**config.mk**
```make
export PLATFORM = sky130hd
export DESIGN_NAME = deadline_ordered_wait_queue
export DESIGN_NICKNAME = d
export VERILOG_FILES = /design/src/hdl/dowq_pkg.sv /design/src/hdl/dowq_engine.sv /design/src/hdl/deadline_ordered_wait_queue.sv
export SDC_FILE = /design/constraint.sdc
export NUM_CORES = 1
export LEC_CHECK = 0
export BUFFER_PORTS_ARGS = -buffer_cell sky130_fd_sc_hd__buf_4
export CAP_MARGIN = 20
export CORE_ASPECT_RATIO = 0.7
export CORE_UTILIZATION = 50
export CTS_BUF_LIST = sky130_fd_sc_hd__clkbuf_16
export DETAILED_ROUTE_END_ITERATION = 6
export PLACE_DENSITY = 0.79
export REMOVE_ABC_BUFFERS = 1
export SYNTH_ARGS = -nofsm -noshare
export SYNTH_HDL_FRONTEND = slang
export SYNTH_SLANG_ARGS = --single-unit
```
**constraint.sdc**
```tcl
create_clock -name i_clk -period 4.92 [get_ports i_clk]
set_input_delay 0.492 -clock i_clk [delete_from_list [all_inputs] [get_ports i_clk]]
set_output_delay 0.492 -clock i_clk [all_outputs]
set_load 0.005 [all_outputs]
```
**src/hdl/dowq_pkg.sv**
```systemverilog
package dowq_pkg;

    typedef enum logic {
        OP_INSERT = 1'b0,
        OP_REMOVE = 1'b1
    } t_opcode;

    typedef enum logic [1:0] {
        STAT_DONE      = 2'd0,
        STAT_FULL      = 2'd1,
        STAT_NOT_FOUND = 2'd2
    } t_status;

    typedef enum logic {
        CFG_MODE    = 1'b0,
        CFG_BURNOUT = 1'b1
    } t_cfg_index;

    typedef enum logic {
        MODE_FIFO = 1'b0,
        MODE_EDF  = 1'b1
    } t_mode;

    typedef enum logic [1:0] {
        S_IDLE,
        S_SCAN,
        S_FINISH
    } t_state;

    typedef struct packed {
        logic [3:0]  id;
        logic [48:0] deadline;
    } t_entry;

    typedef struct packed {
        t_mode       mode;
        logic [31:0] burnout;
    } t_cfg;

    typedef struct packed {
        t_status    status;
        logic       head_valid;
        logic [3:0] head_id;
        logic [4:0] entry_count;
    } t_result;

endpackage

```
**src/hdl/dowq_engine.sv**
```systemverilog
module dowq_engine
    import dowq_pkg::*;
#(
    parameter int QUEUE_DEPTH = 16
) (
    input  logic        i_clk,
    input  logic        i_rst_n,
    input  t_cfg        i_cfg,
    input  logic        i_req_valid,
    output logic        o_req_ready,
    input  t_opcode     i_op,
    input  logic [3:0]  i_id,
    input  logic [47:0] i_last_start,
    input  logic        i_slot_free,
    output logic        o_rsp_valid,
    output t_result     o_rsp
);

    localparam int AW = (QUEUE_DEPTH > 1) ? $clog2(QUEUE_DEPTH) : 1;
    localparam int CW = $clog2(QUEUE_DEPTH + 1);

    t_entry r_mem [QUEUE_DEPTH];
    t_entry r_rdata;

    t_state          r_state, n_state;
    logic [CW-1:0]   r_count, n_count;
    logic [CW-1:0]   r_ptr, n_ptr;
    logic            r_vld, n_vld;
    logic [AW-1:0]   r_vptr, n_vptr;
    logic            r_found, n_found;
    t_opcode         r_op, n_op;
    logic [3:0]      r_id, n_id;
    t_entry          r_carry, n_carry;
    logic [3:0]      r_head, n_head;

    logic            w_we, w_re;
    logic [AW-1:0]   w_waddr, w_raddr;
    t_entry          w_wdata;
    logic            scan_more;
    logic            full;
    t_status         rsp_status;

    assign scan_more = (r_ptr < r_count);
    assign full      = (r_count == CW'(QUEUE_DEPTH));

    always_comb begin
        n_state = r_state;
        unique case (r_state)
            S_IDLE: begin
                if (i_req_valid) begin
                    if (i_op == OP_INSERT && (full || i_cfg.mode == MODE_FIFO)) begin
                        n_state = S_FINISH;
                    end else begin
                        n_state = S_SCAN;
                    end
                end
            end
            S_SCAN: begin
                if (!scan_more && !r_vld) begin
                    n_state = S_FINISH;
                end
            end
            S_FINISH: begin
                if (i_slot_free) begin
                    n_state = S_IDLE;
                end
            end
            default: n_state = S_IDLE;
        endcase
    end

    always_comb begin
        n_count     = r_count;
        n_ptr       = r_ptr;
        n_vld       = 1'b0;
        n_vptr      = r_ptr[AW-1:0];
        n_found     = r_found;
        n_op        = r_op;
        n_id        = r_id;
        n_carry     = r_carry;
        n_head      = r_head;
        w_we        = 1'b0;
        w_waddr     = r_vptr;
        w_wdata     = r_carry;
        w_re        = 1'b0;
        w_raddr     = r_ptr[AW-1:0];
        o_req_ready = 1'b0;
        o_rsp_valid = 1'b0;
        rsp_status  = STAT_DONE;
        unique case (r_state)
            S_IDLE: begin
                o_req_ready = 1'b1;
                n_ptr       = '0;
                n_found     = 1'b0;
                if (i_req_valid) begin
                    n_op             = i_op;
                    n_id             = i_id;
                    n_carry.id       = i_id;
                    n_carry.deadline = {1'b0, i_last_start} + {17'd0, i_cfg.burnout};
                end
            end
            S_SCAN: begin
                if (scan_more) begin
                    w_re  = 1'b1;
                    n_ptr = r_ptr + 1'b1;
                    n_vld = 1'b1;
                end
                if (r_vld) begin
                    if (r_op == OP_INSERT) begin
                        if (r_found || r_rdata.deadline > r_carry.deadline) begin
                            w_we    = 1'b1;
                            w_waddr = r_vptr;
                            w_wdata = r_carry;
                            n_carry = r_rdata;
                            n_found = 1'b1;
                        end
                    end else if (r_found) begin
                        w_we    = 1'b1;
                        w_waddr = r_vptr - 1'b1;
                        w_wdata = r_rdata;
                    end else if (r_rdata.id == r_id) begin
                        n_found = 1'b1;
                    end
                end
            end
            S_FINISH: begin
                if (i_slot_free) begin
                    o_rsp_valid = 1'b1;
                    if (r_op == OP_INSERT) begin
                        if (full) begin
                            rsp_status = STAT_FULL;
                        end else begin
                            w_we    = 1'b1;
                            w_waddr = r_count[AW-1:0];
                            w_wdata = r_carry;
                            n_count = r_count + 1'b1;
                        end
                    end else if (r_found) begin
                        n_count = r_count - 1'b1;
                    end else begin
                        rsp_status = STAT_NOT_FOUND;
                    end
                end
            end
            default: ;
        endcase
        if (w_we && w_waddr == '0) begin
            n_head = w_wdata.id;
        end
    end

    always_comb begin
        o_rsp.status      = rsp_status;
        o_rsp.head_valid  = (n_count != '0);
        o_rsp.head_id     = (n_count != '0) ? n_head : 4'd0;
        o_rsp.entry_count = 5'(n_count);
    end

    always_ff @(posedge i_clk) begin
        if (w_we) begin
            r_mem[w_waddr] <= w_wdata;
        end
        if (w_re) begin
            r_rdata <= r_mem[w_raddr];
        end
    end

    always_ff @(posedge i_clk) begin
        if (!i_rst_n) begin
            r_state <= S_IDLE;
            r_count <= '0;
            r_ptr   <= '0;
            r_vld   <= 1'b0;
            r_found <= 1'b0;
        end else begin
            r_state <= n_state;
            r_count <= n_count;
            r_ptr   <= n_ptr;
            r_vld   <= n_vld;
            r_found <= n_found;
        end
    end

    always_ff @(posedge i_clk) begin
        r_vptr  <= n_vptr;
        r_op    <= n_op;
        r_id    <= n_id;
        r_carry <= n_carry;
        r_head  <= n_head;
    end

    a_count_bound: assert property (@(posedge i_clk) disable iff (!i_rst_n)
        r_count <= CW'(QUEUE_DEPTH))
        else $error("entry count beyond depth");

    a_ptr_bound: assert property (@(posedge i_clk) disable iff (!i_rst_n)
        r_state == S_SCAN |-> r_ptr <= r_count)
        else $error("scan pointer past entry count");

    a_no_overlap: assert property (@(posedge i_clk) disable iff (!i_rst_n)
        (w_we && w_re) |-> w_waddr != w_raddr)
        else $error("write and read hit the same entry");

    a_count_change: assert property (@(posedge i_clk) disable iff (!i_rst_n)
        ($past(i_rst_n) && r_count != $past(r_count)) |-> $past(r_state) == S_FINISH)
        else $error("entry count changed outside finish");

endmodule

```
**src/hdl/deadline_ordered_wait_queue.sv**
```systemverilog
// Deadline-ordered wait queue of requester ids.
// Input channel (i_in_valid/o_in_ready): one beat is an insert or a remove of
// i_member_id; i_last_start is used by inserts only. Output channel
// (o_out_valid/i_out_ready): one beat per input beat, giving the status, the
// head id and the entry count after that operation. Config channel
// (i_cfg_valid/o_cfg_ready, always ready): index 0 selects FIFO or
// earliest-deadline-first ordering, index 1 sets the burnout time.
// Entries live in a single-port-write, registered-read memory. A FIFO insert
// or an insert into a full queue goes from idle straight to the finish state,
// with no scan. A deadline insert or a remove walks the memory one entry per
// cycle in the scan state. In every case the result is registered in the
// output register, and the engine takes the next beat only once it is back
// in idle after the finish state has handed that result over.
// While the receiver stalls, the output register holds one result and the
// engine may take one more beat, then holds that result until the register
// frees. Reset empties the queue and clears both config registers; no
// clearing pass runs over the memory.
module deadline_ordered_wait_queue
    import dowq_pkg::*;
#(
    parameter int QUEUE_DEPTH = 16
) (
    input  logic        i_clk,
    input  logic        i_rst_n,
    input  logic        i_in_valid,
    output logic        o_in_ready,
    input  logic        i_opcode,
    input  logic [3:0]  i_member_id,
    input  logic [47:0] i_last_start,
    output logic        o_out_valid,
    input  logic        i_out_ready,
    output logic [1:0]  o_status,
    output logic        o_head_valid,
    output logic [3:0]  o_head_id,
    output logic [4:0]  o_entry_count,
    input  logic        i_cfg_valid,
    output logic        o_cfg_ready,
    input  logic        i_cfg_index,
    input  logic [31:0] i_cfg_data
);

    t_cfg    r_cfg;
    logic    r_out_valid;
    t_result r_out;
    logic    slot_free;
    logic    rsp_valid;
    t_result rsp;

    assign o_cfg_ready = 1'b1;
    assign slot_free   = !r_out_valid || i_out_ready;

    always_ff @(posedge i_clk) begin
        if (!i_rst_n) begin
            r_cfg.mode    <= MODE_FIFO;
            r_cfg.burnout <= '0;
        end else if (i_cfg_valid) begin
            unique case (t_cfg_index'(i_cfg_index))
                CFG_MODE:    r_cfg.mode    <= t_mode'(i_cfg_data[0]);
                CFG_BURNOUT: r_cfg.burnout <= i_cfg_data;
                default: ;
            endcase
        end
    end

    dowq_engine #(
        .QUEUE_DEPTH (QUEUE_DEPTH)
    ) u_engine (
        .i_clk        (i_clk),
        .i_rst_n      (i_rst_n),
        .i_cfg        (r_cfg),
        .i_req_valid  (i_in_valid),
        .o_req_ready  (o_in_ready),
        .i_op         (t_opcode'(i_opcode)),
        .i_id         (i_member_id),
        .i_last_start (i_last_start),
        .i_slot_free  (slot_free),
        .o_rsp_valid  (rsp_valid),
        .o_rsp        (rsp)
    );

    always_ff @(posedge i_clk) begin
        if (!i_rst_n) begin
            r_out_valid <= 1'b0;
        end else if (rsp_valid) begin
            r_out_valid <= 1'b1;
        end else if (i_out_ready) begin
            r_out_valid <= 1'b0;
        end
    end

    always_ff @(posedge i_clk) begin
        if (rsp_valid) begin
            r_out <= rsp;
        end
    end

    assign o_out_valid   = r_out_valid;
    assign o_status      = r_out.status;
    assign o_head_valid  = r_out.head_valid;
    assign o_head_id     = r_out.head_id;
    assign o_entry_count = r_out.entry_count;

endmodule
```
==> summary.txt, run 1 <==
Run status
  • Status: finished clean

Clock network
  • Clock Pin Slew Worst Setup and Hold Paths: roughly 0.06 ns
  • Clock sink count: 1,027
  • Clk root buf: clkbuf_16
  • Total CTS buffers: 90
  • Max clock buf depth: 3
  • Clock latency on the worst-skew pair: between 0.6 and 0.7 ns
  • CTS tree: yes
  • Post-CTS resize count: 0
  • Htree depth: 3

Place
  • IO buf count: 104
  • Place WS: ~0.65 ns
  • GPL Wtd Cong: 0.873
  • Detailed Place HPWL: about 63,000 um
  • Placed Cells: around 3,500

Yosys
  • Post-synthesis instance area: 0.0430 mm2
  • Post-synth top flop: edfxtp_1
  • Asr flop ratio synth: 0%
  • Most instantiated cells after synthesis: 971 x edfxtp_1, 265 x mux4_2, 168 x nand2_1
  • Most area-consuming cells after synthesis: edfxtp_1 68%, mux4_2 14%, ha_1 2.7%
  • Post-synth EDFFs: 971
  • Synth area leader: edfxtp_1
  • Mean cell area of the mapped netlist: 18.5 um2
  • Most common cell in the netlist: edfxtp_1
  • YS warnings: 0
  • Yosys top cell area share: around two thirds
  • Syn Inst Count: 2,324
  • Register area share after synthesis: 70.5%
  • Synth Register Bits: about 1,000
  • Distinct cell type count after synthesis: 80

Setup path
  • CP required: roughly 5.3 ns
  • Startpoint Class: flip-flop
  • R2R setup slack: a little under 0.5 ns
  • Reg2Reg Depth: 11
  • Crit Path Max Fanout: 14
  • Worst reg2reg endpoint: u_engine.r_mem[14][49]
  • CP peak stage delay: 0.75 ns
  • Critical path, cell by cell: ha_1 -> nand4_1 -> nor4_1 -> buf_4 -> nand4_1 -> a21oi_1 -> a31oi_1 -> o21ai_1 -> nand3_1 -> nor2_4 -> buf_4
  • Critical path capture point type: flip-flop
  • Buf/Inv on CP: 2
  • FF-to-FF Start: u_engine.r_rdata[44]
  • Crit path kind: reg -> reg
  • Worst Path Arrival: between 4 and 5 ns
  • Top cell family by delay on the critical path: simple AND/OR/NAND/NOR gates
  • Crit-path slowest cell: nor2_4

Detailed routing
  • Residual DRC count: 0
  • DR vias: between 20,000 and 25,000
  • Vias per cell: roughly 6.3
  • DRT Wirelength: between 100,000 and 150,000 um
  • Pre-Repair DR Iteration Count: 7
  • Remaining antenna violation count after routing: 0
  • Initial DRC Count: about 3,000
  • Wire per inst: ~29 um

Timing
  • Final Cycle Share: about nine tenths
  • RSZ-0062 raised after global routing: false
  • FMAX: approximately 230 MHz
  • Clock skew: between 0.02 and 0.03 ns
  • Max-slew violation count: 0
  • Worst slew pin tran: between 1 and 1.5 ns
  • Max-Slew Margin vs Limit: between 10% and 20%
  • Final min period: 4.43 ns
  • Final setup violation count: 0
  • Worst setup margin: ~0.49 ns
  • Final Hold Vio Count: 0
  • Fin Setup TNS: 0 ns

Power and ir drop
  • Pwr/cell area: between 400 and 500 mW/mm2
  • Maximum resistive drop on vdd: between 300 and 400 uV
  • P_leak: 15.7 nW

GRT
  • Met1 GRT Util: a little over a third
  • Global-route usage over all layers: approximately 25%
  • First-pass GRT wire length: about 160,000 um
  • Met2 Use GR: approximately 36%
  • Antenna violations before repair: 5
  • Vias in the first global route: ~23,000
  • Aggregate global routing overflow: 0
  • Most Crowded Layer GR: met2
  • Largest net degree at the start of global routing: approximately 140
  • M3 GR Usage: between 7 and 8%

Floorplanning
  • IO Count: between 100 and 150
  • Core area: roughly 0.085 mm2
  • Rows: a little under 90
  • Starting Density: between 50% and 60%
  • Height of the die: between 200 and 250 um
  • Die area: between 0.08 and 0.09 mm2
  • DIE WIDTH: around 350 um

Final layout
  • Final net count: 2,651
  • Fraction of layout cells with a size suffix above 1: between 20% and 30%
  • Final Non-Filler Cells: 3,674
  • Syn-to-layout area delta: 13.2%
  • Fillers: 6,070

Hold path
  • WHS Path Cells: 1
  • Hold path start: i_opcode
  • Hold Path End: u_engine.r_op
  • HP Class: in -> reg

Run
  • Max-cap check violation count: 0
-- layout by cell type, fill, tap and decap left out, drive strengths merged, types with 23 or more instances in the layout --
master and instances:
buf 155, nand3 27, nor2 51, a21boi 36, inv 90, a211oi 23
clkbuf 92, nand2 169, dfxtp 56, clkinv 41, xnor2 30, a21oi 64
nand4 26, mux4 265, o21ai 74, ha 92, mux2 60, a21o 27
edfxtp 971
-- cell families after synthesis --
group | Yosys count | synth area share [%]
flops | 1027 | 70.5
fa+ha+maj | 93 | 2.73
xor+xnor | 50 | 1.02
compound gates | 285 | 4.46
other cells | 1 | 0.00873
simple gates | 350 | 3.86
mux | 329 | 15.6
buf+inv | 189 | 1.87
-- sequential cells by signal, indices dropped and copies added, names as in the netlist, 5 cells and up --
register	count
u_engine.r_mem	848
u_engine.r_carry	53
u_engine.r_rdata	53
r_cfg	33
o_entry_count	5
u_engine.r_count	5
u_engine.r_ptr	5
-- worst max path at each step --
stage / from / end / cells past startpoint
2_1_floorplan: u_engine.r_ptr[1] / u_engine.r_state[1] / 7
3_3_place_gp: u_engine.r_rdata[44] / u_engine.r_mem[14][49] / 11
3_5_place_dp: u_engine.r_rdata[42] / u_engine.r_mem[14][50] / 11
4_1_cts: u_engine.r_rdata[44] / u_engine.r_mem[15][52] / 11
5_1_grt: u_engine.r_rdata[43] / u_engine.r_mem[14][49] / 11
6_report: u_engine.r_rdata[44] / u_engine.r_mem[14][49] / 11
-- cell type report --
type | instances | area (um2) | area share (%)
diodes | 1 | 2.50 | 0.00515
clock buffers | 91 | 2280 | 4.68
clock inverters | 70 | 813 | 1.67
inverters | 80 | 300 | 0.618
multi-input cells | 1108 | 12000 | 24.7
flip-flops and latches | 1027 | 30300 | 62.3
well taps | 1137 | 1420 | 2.93
repair buffers | 160 | 1490 | 3.06
-- power breakdown --
| group | internal, mW | switching (mW) | total (mW) |
|---|---|---|---|
| combinational | 0.740 | 1.53 | 2.27 |
| sequential | 10.4 | 0.155 | 10.6 |
| clock | 4.18 | 3.27 | 7.45 |
| total | 15.4 | 4.95 | 20.3 |
-- layer usage --
metal  vias up  share of wire, %
met2      1450                44
met3       191                12
met4         8               2.5
li1       9649                 -
met5         -              0.22
met1     11900                41
-- repair_timing --
action | in CTS | in global routing
hold buffers | 4 | 0
setup buffers | 0 | 0
endpoints found under the hold margin | 4 | 0
-- metrics by stage --
step                power, mW  utilization (%)  cell area [um2]  hold slack (ns)
floorplan                12.2                -            42400            0.447
global placement         12.9             53.7            45500            0.458
detailed placement       13.0             53.7            45500            0.464
CTS                      20.4             57.4            48600           0.0263
global route             20.9             57.5            48600           0.0332
finish                   20.3             57.5            48600           0.0503
(Power assumes the default switching activity.)
==> run 2, diff against run 1 <==
Settings changed: CORE_UTILIZATION 50 to 56, PLACE_DENSITY 0.79 to 0.85.
==> run 2 against run 1 <==
Core utilization rose by 6.2 points; non-clock buffer count rose by 6; worst setup slack got worse by 0.31 ns; clock skew rose by 0.0022 ns; sequential share of layout area rose by 0.75 points; global-route usage rose by 3.1 points; cell area fell by 1.2%; largest power group unchanged.
==> summary.txt, run 2 (synthesis gave the netlist of run 1 again) <==
Timing
  • Final min period: 4.74 ns
  • Worst setup margin: between 0.15 and 0.2 ns
  • FMAX: between 200 and 250 MHz
  • Final Hold Vio Count: 0
  • Final setup violation count: 0
  • Clock skew: ~0.028 ns
  • RSZ-0062 raised after global routing: true
  • Worst slew pin tran: 1.13 ns
  • Fin Setup TNS: 0 ns
  • Max-Slew Margin vs Limit: 24.4%
  • Max-slew violation count: 0
  • Final Cycle Share: between 90% and 100%

Final layout
  • Fillers: approximately 4,900
  • Final net count: 2,658
  • Max FFs per register: around 850
  • Diodes inserted: 0
  • Register area: 0.0303 mm2
  • Fraction of layout cells with a size suffix above 1: between 20% and 30%
  • Commonest non-fill, non-tap cells in the layout: 971 x edfxtp_1, 265 x mux4_2, 168 x nand2_1
  • Final instance area: 0.0480 mm2
  • Biggest regs: u_engine.r_mem x848, u_engine.r_carry x53, u_engine.r_rdata x53
  • Syn-to-layout area delta: 11.9%
  • Commonest non-fill, non-tap cell in the layout: edfxtp_1
  • Multi-input gate area: 0.0120 mm2
  • Final Non-Filler Cells: between 3,000 and 4,000
  • Top reg by flops: u_engine.r_mem

Hold path
  • Hold Path End: u_engine.r_id[0]
  • HP Class: in -> reg
  • Hold path start: i_member_id[0]
  • WHS Path Cells: 1

Floorplanning
  • Core area: between 0.07 and 0.08 mm2
  • Die area: ~0.078 mm2
  • Rows: between 80 and 90
  • IO Count: 106
  • Starting Density: approximately 57%
  • DIE WIDTH: approximately 330 um
  • Height of the die: 234 um

Detailed routing
  • Remaining antenna violation count after routing: 0
  • Pre-Repair DR Iteration Count: 6
  • Vias per cell: ~6.8
  • DRT Wirelength: roughly 110,000 um
  • DR vias: around 24,000
  • Wire per inst: roughly 30 um
  • Initial DRC Count: 3,723
  • Residual DRC count: 0

Setup path
  • Worst reg2reg endpoint: u_engine.r_mem[13][11]
  • Startpoint Class: flip-flop
  • Crit path kind: reg -> reg
  • Crit Path Max Fanout: 30
  • FF-to-FF Start: u_engine.r_rdata[44]
  • Reg2Reg Depth: 11
  • Critical path capture point type: flip-flop
  • R2R setup slack: between 0.15 and 0.2 ns
  • CP required: between 5 and 6 ns
  • Worst Path Arrival: between 5 and 6 ns

GRT
  • Vias in the first global route: roughly 24,000
  • Antenna violations before repair: 3
  • Global-route usage over all layers: between 20 and 30%
  • First-pass GRT wire length: 158,000 um
  • Largest net degree at the start of global routing: between 100 and 150
  • Aggregate global routing overflow: 0

Place
  • Placed instance area: approximately 0.045 mm2
  • GPL Wtd Cong: ~0.9
  • Placed Cells: approximately 3,400
  • Detailed Place HPWL: ~62,000 um
  • Place WS: -0.0275 ns
  • IO buf count: about 100

Power and ir drop
  • P_leak: ~16 nW
  • Total power: roughly 20 mW
  • Pwr/cell area: between 400 and 500 mW/mm2
  • Maximum resistive drop on vdd: about 300 uV

Clock network
  • Htree depth: 3
  • Total CTS buffers: 91
  • Clock latency on the worst-skew pair: ~0.66 ns
  • Clk root buf: clkbuf_16
  • Clock sink count: between 1,000 and 1,500
  • CTS tree: yes
  • Max clock buf depth: 3
  • Clock Pin Slew Worst Setup and Hold Paths: 0.07 ns

Run
  • Max-cap check violation count: 0

Run status
  • Status: finished clean
run 2: timing repair:
action | 4_1_cts | 5_1_grt
setup endpoints to repair | 165 | 353
hold endpoints to repair | 3 | 0
hold buffers | 3 | 0
buffers inserted | 1 | 10
gates resized for setup | 4 | 6
pin swaps | 1 | 3
run 2: worst max path at each step:
stage	start	end	slack (ns)	cells after the start
4_1_cts	u_engine.r_rdata[40]	u_engine.r_mem[1][37]	0.009	11
3_3_place_gp	u_engine.r_rdata[44]	u_engine.r_mem[7][36]	0.16	11
3_5_place_dp	u_engine.r_rdata[43]	u_engine.r_mem[7][35]	-0.03	11
6_report	u_engine.r_rdata[44]	u_engine.r_mem[13][11]	0.18	11
5_1_grt	u_engine.r_rdata[43]	u_engine.r_mem[13][9]	-0.03	11
2_1_floorplan	u_engine.r_ptr[1]	u_engine.r_state[1]	-6.93	7
run 2: cell type report:
| class | count | share of cell area (%) |
|---|---|---|
| timing repair buffer | 166 | 2.85 |
| clock buffer | 93 | 4.84 |
| clock inverter | 73 | 1.02 |
| multi-input combinational | 1108 | 25.0 |
| inverter | 80 | 0.628 |
| tap | 989 | 2.58 |
| sequential | 1027 | 63.0 |
run 2: worst max-delay path, stage by stage (launching register included):
cell	delay [ns]
edfxtp_1	0.43
ha_1	0.32
nand4_1	0.18
nor4_2	0.53
buf_4	0.22
nand4_1	0.28
a21oi_1	0.36
a31oi_1	0.16
o21ai_1	0.22
nand3_1	0.21
nor2_4	0.89
buf_6	0.51
run 2: power breakdown:
part | switching (mW) | internal (mW) | leakage (nW)
logic | 1.56 | 0.731 | 4.89
clock network | 3.18 | 3.74 | 1.48
registers | 0.154 | 10.5 | 9.24
total | 4.89 | 14.9 | 15.6
run 2: per-stage QoR:
step / util [%] / hold slack (ns)
floorplan: - / 0.447
global placement: 59.7 / 0.457
detailed placement: 59.7 / 0.472
CTS: 63.5 / 0.0105
global route: 63.7 / 0.0154
finish: 63.7 / 0.0370
run 2: layer usage:
metal / GRT usage [%] / part of all wire, %
met5: 0 / 0.015
met4: 8.51 / 3.0
met3: 7.14 / 13
met2: 42.9 / 46
met1: 40.1 / 38
